==> src/hdl/kfci_pkg.sv <==
// Shared types, constants and helpers for the keyframe curve interpolator.
// No dependencies; used by the key cell, the divider and the top level.
package kfci_pkg;

   localparam int TIME_W    = 17;
   localparam int VALUE_W   = 32;
   localparam int INDEX_W   = 3;
   localparam int COUNT_W   = 4;
   localparam int DIFF_W    = VALUE_W + 1;
   localparam int PROD_W    = VALUE_W + TIME_W;
   localparam int QUO_W     = 32;
   localparam int DIV_CNT_W = 4;

   localparam logic [TIME_W-1:0] TIME_ONE = 17'h10000;

   localparam logic ACT_WRITE = 1'b0;
   localparam logic ACT_EVAL  = 1'b1;

   typedef enum logic [2:0] {
      ST_IDLE,
      ST_SEARCH,
      ST_PREP,
      ST_ABS,
      ST_MUL,
      ST_DSTART,
      ST_DIV,
      ST_DONE
   } state_type;

   // Search token that walks down the row of key cells.
   typedef struct packed {
      logic                valid;
      logic [TIME_W-1:0]   qtime;
      logic                done;
      logic                found;
      logic [VALUE_W-1:0]  res_value;
      logic [TIME_W-1:0]   lo_time;
      logic [VALUE_W-1:0]  lo_value;
      logic [TIME_W-1:0]   up_time;
      logic [VALUE_W-1:0]  up_value;
   } key_tok_type;

   function automatic logic [TIME_W-1:0] clamp_time(input logic [TIME_W-1:0] t);
      return (t > TIME_ONE) ? TIME_ONE : t;
   endfunction

endpackage

==> src/hdl/kfci_cell.sv <==
// One key cell: stores one (time, value) key and advances the search token by one step.
// Depends on kfci_pkg.
module kfci_cell import kfci_pkg::*; #(
   parameter int IDX   = 0,
   parameter int CNT_W = 4
) (
   input  logic                clock,
   input  logic                reset,
   input  logic                wr_en,
   input  logic [INDEX_W-1:0]  wr_index,
   input  logic [TIME_W-1:0]   wr_time,
   input  logic [VALUE_W-1:0]  wr_value,
   input  logic [CNT_W-1:0]    n_keys,
   input  logic [TIME_W-1:0]   prev_time,
   input  logic [VALUE_W-1:0]  prev_value,
   output logic [TIME_W-1:0]   own_time,
   output logic [VALUE_W-1:0]  own_value,
   input  key_tok_type         tok_in,
   output key_tok_type         tok_out
);

   logic [TIME_W-1:0]  time_ff;
   logic [VALUE_W-1:0] value_ff;
   key_tok_type        tok_ff;
   key_tok_type        tok_in_next;
   logic               wr_hit;
   logic               in_use;
   logic               is_last;

   assign wr_hit  = wr_en && (int'(wr_index) == IDX);
   assign in_use  = CNT_W'(IDX) < n_keys;
   assign is_last = n_keys == CNT_W'(IDX + 1);

   always_ff @(posedge clock) begin
      if (wr_hit) begin
         time_ff  <= wr_time;
         value_ff <= wr_value;
      end
   end

   always_comb begin
      tok_in_next = tok_in;
      if (tok_in.valid && !tok_in.done) begin
         if (IDX == 0) begin
            // Key 0 settles an empty or one-key curve and every time at or before it.
            if (n_keys == '0) begin
               tok_in_next.done      = 1'b1;
               tok_in_next.res_value = '0;
            end else if (tok_in.qtime <= time_ff || is_last) begin
               tok_in_next.done      = 1'b1;
               tok_in_next.res_value = value_ff;
            end
         end else if (in_use) begin
            if (!tok_in.found && tok_in.qtime < time_ff) begin
               tok_in_next.found    = 1'b1;
               tok_in_next.lo_time  = prev_time;
               tok_in_next.lo_value = prev_value;
               tok_in_next.up_time  = time_ff;
               tok_in_next.up_value = value_ff;
            end
            // At or past the last key the last value wins over any segment found earlier.
            if (is_last && tok_in.qtime >= time_ff) begin
               tok_in_next.done      = 1'b1;
               tok_in_next.res_value = value_ff;
            end
         end
      end
   end

   always_ff @(posedge clock) begin
      if (reset) begin
         tok_ff.valid <= 1'b0;
      end else begin
         tok_ff <= tok_in_next;
      end
   end

   assign tok_out   = tok_ff;
   assign own_time  = time_ff;
   assign own_value = value_ff;

endmodule

==> src/hdl/kfci_div.sv <==
// Iterative restoring divider, two quotient bits per cycle, for the segment fraction.
// Depends on kfci_pkg.
module kfci_div import kfci_pkg::*; (
   input  logic               clock,
   input  logic               reset,
   input  logic               start,
   input  logic [PROD_W-1:0]  dividend,
   input  logic [TIME_W-1:0]  divisor,
   output logic               done,
   output logic [QUO_W-1:0]   quotient
);

   logic                 busy_ff;
   logic                 done_ff;
   logic [DIV_CNT_W-1:0] cnt_ff;
   logic [TIME_W-1:0]    rem_ff;
   logic [QUO_W-1:0]     low_ff;
   logic [QUO_W-1:0]     quo_ff;

   logic [TIME_W:0]      r1;
   logic [TIME_W:0]      r2;
   logic [TIME_W:0]      s1;
   logic [TIME_W:0]      s2;
   logic                 q1;
   logic                 q2;

   always_comb begin
      r1 = {rem_ff, low_ff[QUO_W-1]};
      q1 = r1 >= {1'b0, divisor};
      s1 = q1 ? r1 - {1'b0, divisor} : r1;
      r2 = {s1[TIME_W-1:0], low_ff[QUO_W-2]};
      q2 = r2 >= {1'b0, divisor};
      s2 = q2 ? r2 - {1'b0, divisor} : r2;
   end

   always_ff @(posedge clock) begin
      if (reset) begin
         busy_ff <= 1'b0;
         done_ff <= 1'b0;
         cnt_ff  <= '0;
      end else begin
         done_ff <= busy_ff && (cnt_ff == '0);
         if (start) begin
            busy_ff <= 1'b1;
            cnt_ff  <= '1;
         end else if (busy_ff) begin
            cnt_ff <= cnt_ff - 1'b1;
            if (cnt_ff == '0) begin
               busy_ff <= 1'b0;
            end
         end
      end
   end

   // The upper dividend bits are always below the divisor, so they seed the remainder.
   always_ff @(posedge clock) begin
      if (start) begin
         rem_ff <= dividend[PROD_W-1:QUO_W];
         low_ff <= dividend[QUO_W-1:0];
         quo_ff <= '0;
      end else if (busy_ff) begin
         rem_ff <= s2[TIME_W-1:0];
         low_ff <= {low_ff[QUO_W-3:0], 2'b00};
         quo_ff <= {quo_ff[QUO_W-3:0], q1, q2};
      end
   end

   assign done     = done_ff;
   assign quotient = quo_ff;

endmodule

==> src/hdl/keyframe_curve_interpolator_top.sv <==
// Top level of the keyframe curve interpolator: row of key cells, control and arithmetic.
// Depends on kfci_pkg, kfci_cell and kfci_div.
//
//   port group   direction  handshake            payload
//   req_*        in         req_valid/req_stall  action, key_index, key_time, key_value,
//                                                query_time
//   rsp_*        out        rsp_valid/rsp_stall  curve_value
//   csr_*        in         csr_wr_en            csr_wr_data (key_count)
//
// A write item is taken in the idle state. An evaluate item walks the key row, then passes
// through setup, absolute value and multiply; a curve end, an empty curve or a segment
// without positive span is then finished, and an interior time also runs the divider
// (two quotient bits per cycle). One item is in work at a time.
// Reset is synchronous; key storage has no reset and key_count clears to zero.
// A finished result waits in the output register while a new item is taken.
module keyframe_curve_interpolator_top import kfci_pkg::*; #(
   parameter int MAX_KEYS = 8
) (
   input  logic                      clock,
   input  logic                      reset,
   input  logic                      req_valid,
   output logic                      req_stall,
   input  logic                      req_action,
   input  logic [INDEX_W-1:0]        req_key_index,
   input  logic [TIME_W-1:0]         req_key_time,
   input  logic signed [VALUE_W-1:0] req_key_value,
   input  logic [TIME_W-1:0]         req_query_time,
   output logic                      rsp_valid,
   input  logic                      rsp_stall,
   output logic signed [VALUE_W-1:0] rsp_curve_value,
   input  logic                      csr_wr_en,
   input  logic [COUNT_W-1:0]        csr_wr_data
);

   localparam int CNT_W = $clog2(MAX_KEYS + 1);
   localparam int CMP_W = (CNT_W > COUNT_W) ? CNT_W : COUNT_W;

   state_type state_ff;
   state_type state_in;

   logic [COUNT_W-1:0] key_count_ff;
   logic [CNT_W-1:0]   n_keys;

   key_tok_type        head_tok;
   key_tok_type        tok_w [MAX_KEYS+1];
   logic [TIME_W-1:0]  key_time_w  [MAX_KEYS];
   logic [VALUE_W-1:0] key_value_w [MAX_KEYS];
   logic [MAX_KEYS-1:0] tok_valid;
   key_tok_type        tail_tok;

   logic req_acc;
   logic wr_acc;
   logic inject;
   logic cap_tail;
   logic div_start;
   logic load_rsp;
   logic rsp_free;

   key_tok_type        sel_ff;
   logic [DIFF_W-1:0]  d_ff;
   logic [DIFF_W-1:0]  d_in;
   logic [DIFF_W-1:0]  neg_d;
   logic [TIME_W-1:0]  num_ff;
   logic [TIME_W-1:0]  num_in;
   logic [TIME_W-1:0]  span_ff;
   logic [TIME_W-1:0]  span_in;
   logic               direct_ff;
   logic               neg_ff;
   logic [VALUE_W-1:0] mag_ff;
   logic [PROD_W-1:0]  prod_ff;
   logic [PROD_W-1:0]  prod_in;
   logic [PROD_W-1:0]  dividend;
   logic [VALUE_W-1:0] res_ff;
   logic               rsp_valid_ff;
   logic [VALUE_W-1:0] rsp_curve_value_ff;

   logic               div_done;
   logic [QUO_W-1:0]   div_quo;

   // ---------------------------------------------------------------- control register
   always_ff @(posedge clock) begin
      if (reset) begin
         key_count_ff <= '0;
      end else if (csr_wr_en) begin
         key_count_ff <= csr_wr_data;
      end
   end

   assign n_keys = (CMP_W'(key_count_ff) > CMP_W'(MAX_KEYS)) ? CNT_W'(MAX_KEYS)
                                                             : CNT_W'(key_count_ff);

   // ---------------------------------------------------------------- key row
   assign req_acc = req_valid && !req_stall;
   assign wr_acc  = req_acc && (req_action == ACT_WRITE);

   always_comb begin
      head_tok       = '0;
      head_tok.valid = inject;
      head_tok.qtime = clamp_time(req_query_time);
   end

   assign tok_w[0] = head_tok;

   for (genvar i = 0; i < MAX_KEYS; i++) begin : g_cell
      logic [TIME_W-1:0]  prev_time;
      logic [VALUE_W-1:0] prev_value;

      if (i == 0) begin : g_first
         assign prev_time  = '0;
         assign prev_value = '0;
      end else begin : g_next
         assign prev_time  = key_time_w[i-1];
         assign prev_value = key_value_w[i-1];
      end

      kfci_cell #(
         .IDX   (i),
         .CNT_W (CNT_W)
      ) u_cell (
         .clock      (clock),
         .reset      (reset),
         .wr_en      (wr_acc),
         .wr_index   (req_key_index),
         .wr_time    (clamp_time(req_key_time)),
         .wr_value   (req_key_value),
         .n_keys     (n_keys),
         .prev_time  (prev_time),
         .prev_value (prev_value),
         .own_time   (key_time_w[i]),
         .own_value  (key_value_w[i]),
         .tok_in     (tok_w[i]),
         .tok_out    (tok_w[i+1])
      );

      assign tok_valid[i] = tok_w[i+1].valid;
   end

   assign tail_tok = tok_w[MAX_KEYS];

   // ---------------------------------------------------------------- state machine
   assign rsp_free = !rsp_valid_ff || !rsp_stall;

   always_comb begin
      state_in = state_ff;
      case (state_ff)
         ST_IDLE: begin
            if (req_valid && req_action == ACT_EVAL) begin
               state_in = ST_SEARCH;
            end
         end
         ST_SEARCH: begin
            if (tail_tok.valid) begin
               state_in = ST_PREP;
            end
         end
         ST_PREP:   state_in = ST_ABS;
         ST_ABS:    state_in = ST_MUL;
         ST_MUL:    state_in = direct_ff ? ST_DONE : ST_DSTART;
         ST_DSTART: state_in = ST_DIV;
         ST_DIV: begin
            if (div_done) begin
               state_in = ST_DONE;
            end
         end
         ST_DONE: begin
            if (rsp_free) begin
               state_in = ST_IDLE;
            end
         end
         default:   state_in = ST_IDLE;
      endcase
   end

   always_comb begin
      req_stall = 1'b1;
      inject    = 1'b0;
      cap_tail  = 1'b0;
      div_start = 1'b0;
      load_rsp  = 1'b0;
      case (state_ff)
         ST_IDLE: begin
            req_stall = 1'b0;
            inject    = req_valid && req_action == ACT_EVAL;
         end
         ST_SEARCH: cap_tail  = tail_tok.valid;
         ST_DSTART: div_start = 1'b1;
         ST_DONE:   load_rsp  = rsp_free;
         default: begin
            req_stall = 1'b1;
         end
      endcase
   end

   always_ff @(posedge clock) begin
      if (reset) begin
         state_ff <= ST_IDLE;
      end else begin
         state_ff <= state_in;
      end
   end

   // ---------------------------------------------------------------- segment arithmetic
   always_comb begin
      d_in    = {sel_ff.up_value[VALUE_W-1], sel_ff.up_value}
              - {sel_ff.lo_value[VALUE_W-1], sel_ff.lo_value};
      num_in  = (sel_ff.qtime >= sel_ff.lo_time) ? sel_ff.qtime - sel_ff.lo_time : '0;
      span_in = sel_ff.up_time - sel_ff.lo_time;
      neg_d   = '0 - d_ff;
      prod_in = mag_ff * num_ff;
      dividend = prod_ff + PROD_W'(span_ff >> 1);
   end

   always_ff @(posedge clock) begin
      if (cap_tail) begin
         sel_ff <= tail_tok;
      end
      case (state_ff)
         ST_PREP: begin
            d_ff      <= d_in;
            num_ff    <= num_in;
            span_ff   <= span_in;
            // A resolved end, a search without a segment, or a segment without positive span, takes no division.
            direct_ff <= sel_ff.done || !sel_ff.found || (sel_ff.up_time <= sel_ff.lo_time);
         end
         ST_ABS: begin
            neg_ff    <= d_ff[DIFF_W-1];
            mag_ff    <= d_ff[DIFF_W-1] ? neg_d[VALUE_W-1:0] : d_ff[VALUE_W-1:0];
            direct_ff <= direct_ff || (num_ff >= span_ff);
         end
         ST_MUL: begin
            prod_ff <= prod_in;
            if (direct_ff) begin
               res_ff <= sel_ff.done ? sel_ff.res_value : sel_ff.up_value;
            end
         end
         ST_DIV: begin
            if (div_done) begin
               res_ff <= neg_ff ? sel_ff.lo_value - div_quo : sel_ff.lo_value + div_quo;
            end
         end
         default: begin
            res_ff <= res_ff;
         end
      endcase
   end

   kfci_div u_div (
      .clock    (clock),
      .reset    (reset),
      .start    (div_start),
      .dividend (dividend),
      .divisor  (span_ff),
      .done     (div_done),
      .quotient (div_quo)
   );

   // ---------------------------------------------------------------- output register
   always_ff @(posedge clock) begin
      if (reset) begin
         rsp_valid_ff <= 1'b0;
      end else if (load_rsp) begin
         rsp_valid_ff <= 1'b1;
      end else if (!rsp_stall) begin
         rsp_valid_ff <= 1'b0;
      end
   end

   always_ff @(posedge clock) begin
      if (load_rsp) begin
         rsp_curve_value_ff <= res_ff;
      end
   end

   assign rsp_valid       = rsp_valid_ff;
   assign rsp_curve_value = rsp_curve_value_ff;

   // ---------------------------------------------------------------- assertions
   a_one_token: assert property (@(posedge clock) disable iff (reset)
      $onehot0(tok_valid))
      else $error("more than one search token in the key row");

   a_tail_in_search: assert property (@(posedge clock) disable iff (reset)
      tail_tok.valid |-> state_ff == ST_SEARCH)
      else $error("search token left the key row outside the search state");

   a_div_done_in_div: assert property (@(posedge clock) disable iff (reset)
      div_done |-> state_ff == ST_DIV)
      else $error("divider finished outside the divide state");

   a_done_loads_rsp: assert property (@(posedge clock) disable iff (reset)
      (state_ff == ST_DONE && rsp_free) |=> (rsp_valid_ff && state_ff == ST_IDLE))
      else $error("finished item was not moved to the output register");

endmodule

==> config.mk <==
export PLATFORM = sky130hd
export DESIGN_NAME = keyframe_curve_interpolator_top
export DESIGN_NICKNAME = d
export VERILOG_FILES = /design/src/hdl/kfci_pkg.sv /design/src/hdl/kfci_cell.sv /design/src/hdl/kfci_div.sv /design/src/hdl/keyframe_curve_interpolator_top.sv
export SDC_FILE = /design/constraint.sdc
export NUM_CORES = 2
export LEC_CHECK = 0
export BUFFER_PORTS_ARGS = -buffer_cell sky130_fd_sc_hd__buf_2
export CAP_MARGIN = 20
export CORE_MARGIN = 4
export CORE_UTILIZATION = 59
export CTS_BUF_LIST = sky130_fd_sc_hd__clkbuf_4 sky130_fd_sc_hd__clkbuf_8
export DETAILED_ROUTE_END_ITERATION = 10
export PLACE_DENSITY = 0.78
export SLEW_MARGIN = 5
export SYNTH_ARGS = -nofsm -noshare
export SYNTH_HDL_FRONTEND = slang
export SYNTH_SLANG_ARGS = --single-unit
export TNS_END_PERCENT = 5
==> constraint.sdc <==
create_clock -name clock -period 27.5 [get_ports clock]
set_clock_uncertainty 0.2 [all_clocks]
set_input_delay 6.875 -clock clock [delete_from_list [all_inputs] [get_ports clock]]
set_output_delay 6.875 -clock clock [all_outputs]
set_load 0.01 [all_outputs]
==> flow_summary.ini <==
[sta]
timing.final.crit_share_pct = 37.70
report.final.setup_viol = 0
timing.final.max_slew_violations = 0
max_slew_margin_pct = 26.81
timing.fmax_ghz = 0.09645
setup_repair_after_global_routing_missed_its_margin = false
worst-slew-pin-transition_ns = 1.096
hold_vio_cnt_final = 0
final.setup.tns_ns = 0
fin_hold_ws_ns = 0.1968
min_clock_period_post_route_ns = 10.37

[placement]
gp_routability_congestion = 0.9249
io_buffers = 112
place_hpwl_um = 145600

[cts]
worst_setup_hold_path_clk_slew_ns = 0.06
cts_tree = yes
cts_buffer_depth = 4
clock_latency_ns = 1.02
cts_htree_levels = 5
cts.repair.resized = 0
cts.root.buffer_cell = sky130_fd_sc_hd__clkbuf_8
cts_setup_buffers = 0
cts-hold-fix-buffers = 0
clock_sink_count = 1951
cts_buf_count = 322

[synthesis]
post_synth_main_area_contributors = sky130_fd_sc_hd__edfxtp_1 (56%), sky130_fd_sc_hd__mux2_2 (9.2%), sky130_fd_sc_hd__fa_1 (9.0%)
synth_enable_flop_cells = 1897
synth_nets = 8240
postSynthAreaPerCell_um2 = 13.86
fraction_of_synthesized_cell_area_in_xor_and_xnor_cells_pct = 2.188
ys_seq_elements = 1951
synth.cells.most_frequent = sky130_fd_sc_hd__edfxtp_1 (1,897), sky130_fd_sc_hd__mux2_2 (822), sky130_fd_sc_hd__inv_1 (794), sky130_fd_sc_hd__nand2_1 (519), sky130_fd_sc_hd__fa_1 (456)
post_synthesis_simple_gate_area_fraction_pct = 7.645
synth-seq-area-share_pct = 57.53
post_synth_top_area_cell = sky130_fd_sc_hd__edfxtp_1
synthDistinctLibCells = 77
synth_area_um2 = 100900
synth_top_flop_cell = sky130_fd_sc_hd__edfxtp_1
synth.mux.area_fraction_pct = 9.869
asyncSetResetFlopFracSynth_pct = 0
yosys.cell_count.top_type = sky130_fd_sc_hd__edfxtp_1
yosysTopAreaCellShare_pct = 56.46
yosys_warnings = 0
main_combinational_cell_family_by_area_after_synthesis = adder cells
compound_gate_fraction_of_synth_area_pct = 4.546
synth-adder-area-share_pct = 14.33
netlist_instances = 7279

[drt]
drt_first_iter_violations = 4327
drt.antenna.violating_nets = 0
dr.pass1.iters = 6
drt_drc_violations_left = 0
route.vias.total = 56340
drt-vias-per-instance = 5.629
wl_per_cell_um = 20.77
route.final.wire_length_um = 207900

[worst_setup_path]
worst_setup_path_start_kind = primary input
crit_path_max_fanout = 196
critPathKind = primary input to flip-flop
r2r_cells = 23
endpoint_kind = flip-flop
critical_path_required_ns = 27.92
worst-endpoint-arrival_ns = 10.78

[global_route]
grt_start_max_net_pins = 197
global_route.overflow_total = 0
grt_pass1_wl_um = 329600
first_global_vias = 59390
grt_antenna_before_repair = 3
global_route.usage.total_pct = 23.48

[layout]
fraction_of_final_layout_cells_with_drive_strength_greater_than_1_pct = 20.16
flow.area_growth_from_synthesis_pct = 9.339
num-nets-final = 8516

[outcome]
result_of_the_run = finished clean

[power_and_ir_drop]
cellPowerDensity_nw_per_um2 = 54.58
ir_worst_vdd_v = 0.00005560
standby_leakage_power_nw = 43.02

[floorplanning]
chip_height_um = 421.5
boundaryPins = 113
fp.coreArea_um2 = 169700
die_w_um = 421.5
start_util_pct = 59.47
rows = 151
floorplan.die_area_um2 = 177700

[min_path]
holdCritPathClass = flip-flop to flip-flop
worstHoldPathCells = 0

[flow_run]
drv_cap = 0
## state kept, by name, summed over array words and instances, names as in the netlist, 3 cells and up
name,flops
d_ff,33
key_count_ff,4
u_div.cnt_ff,4
state_ff,3
mag_ff,32
prod_ff,49
res_ff,32
u_div.low_ff,32
num_ff,17
g_cell.u_cell.own_time,136
g_cell.u_cell.own_value,256
sel_ff,149
g_cell.u_cell.tok_out,1101
rsp_curve_value,32
u_div.rem_ff,17
u_div.quotient,32
span_ff,17
## layer usage
layer / up-vias / share of wire, % / wire (um) / track usage [%]
met1: 27710 / 43 / 88560 / 31.76
met5: - / 0 / 0 / 0
met4: 0 / 3.8 / 7925 / 9.261
met2: 1888 / 48 / 98840 / 38.24
li1: 26290 / - / - / -
met3: 452 / 6.1 / 12600 / 4.106
## final cells by class
class | instances | area [um^2]
clock buffers | 436 | 5363
repair buffers | 199 | 1266
fillers | 11770 | 59340
well taps | 2218 | 2775
multi-input cells | 4286 | 39160
inverters | 795 | 2988
clock inverters | 121 | 716.9
diodes | 2 | 5.005
flip-flops and latches | 1951 | 58050
## per-stage QoR
stage	instances	power, mW	setup WS (ns)	area [um^2]	util (%)
6_report	10010	6.021	17.13	110300	65.02
5_1_grt	10010	6.261	16.88	110300	65.02
4_1_cts	10000	6.081	17.20	110300	65.00
3_5_place_dp	9447	3.669	16.08	104200	61.41
3_3_place_gp	9446	3.657	16.21	104200	61.41
2_1_floorplan	7279	3.635	3.113	100900	-
## final timing paths
path | from | endpoint | slack [ns]
max reg2reg | mag_ff[11] | prod_ff[47] | 19.02
min reg2reg | g_cell[7].u_cell.tok_out[144] | sel_ff[144] | 0.20
min | g_cell[7].u_cell.tok_out[144] | sel_ff[144] | 0.20
max | reset | g_cell[4].u_cell.tok_out[12] | 17.13
## critical path, stage by stage
cell	delay, ns
sky130_fd_sc_hd__buf_2	0.31
sky130_fd_sc_hd__clkinvlp_4	0.20
sky130_fd_sc_hd__buf_12	0.67
sky130_fd_sc_hd__buf_4	0.82
sky130_fd_sc_hd__buf_4	0.77
sky130_fd_sc_hd__buf_4	0.92
## power breakdown
part	switching, mW	internal (mW)	leakage (nW)
clock network	1.08	1.33	3.22
logic	0.118	0.0852	21.3
registers	0.0383	3.37	18.5
## cell families after synthesis
family                   count (synthesis)
flip-flops                            1951
AND/OR/NAND/NOR                       1534
buffers and inverters                 1042
multiplexers                           892
adder cells (fa/ha/maj)                882
AO/OA/AOI/OAI                          726
XOR/XNOR                               252
## cells in the final DEF (no fill, tap or decap), types with 82 or more instances in the layout
master,n
sky130_fd_sc_hd__mux2_2,822
sky130_fd_sc_hd__nor2_1,218
sky130_fd_sc_hd__inv_1,793
sky130_fd_sc_hd__buf_2,112
sky130_fd_sc_hd__a21o_1,106
sky130_fd_sc_hd__edfxtp_1,1897
sky130_fd_sc_hd__and2_1,361
sky130_fd_sc_hd__fa_1,456
sky130_fd_sc_hd__nor2b_1,91
sky130_fd_sc_hd__ha_1,426
sky130_fd_sc_hd__xnor2_1,178
sky130_fd_sc_hd__clkbuf_4,102
sky130_fd_sc_hd__clkbuf_8,334
sky130_fd_sc_hd__buf_4,82
sky130_fd_sc_hd__nand2_1,519
sky130_fd_sc_hd__o21ai_0,182
sky130_fd_sc_hd__a21oi_1,212
Note: power is estimated with default switching activity, not from simulation.
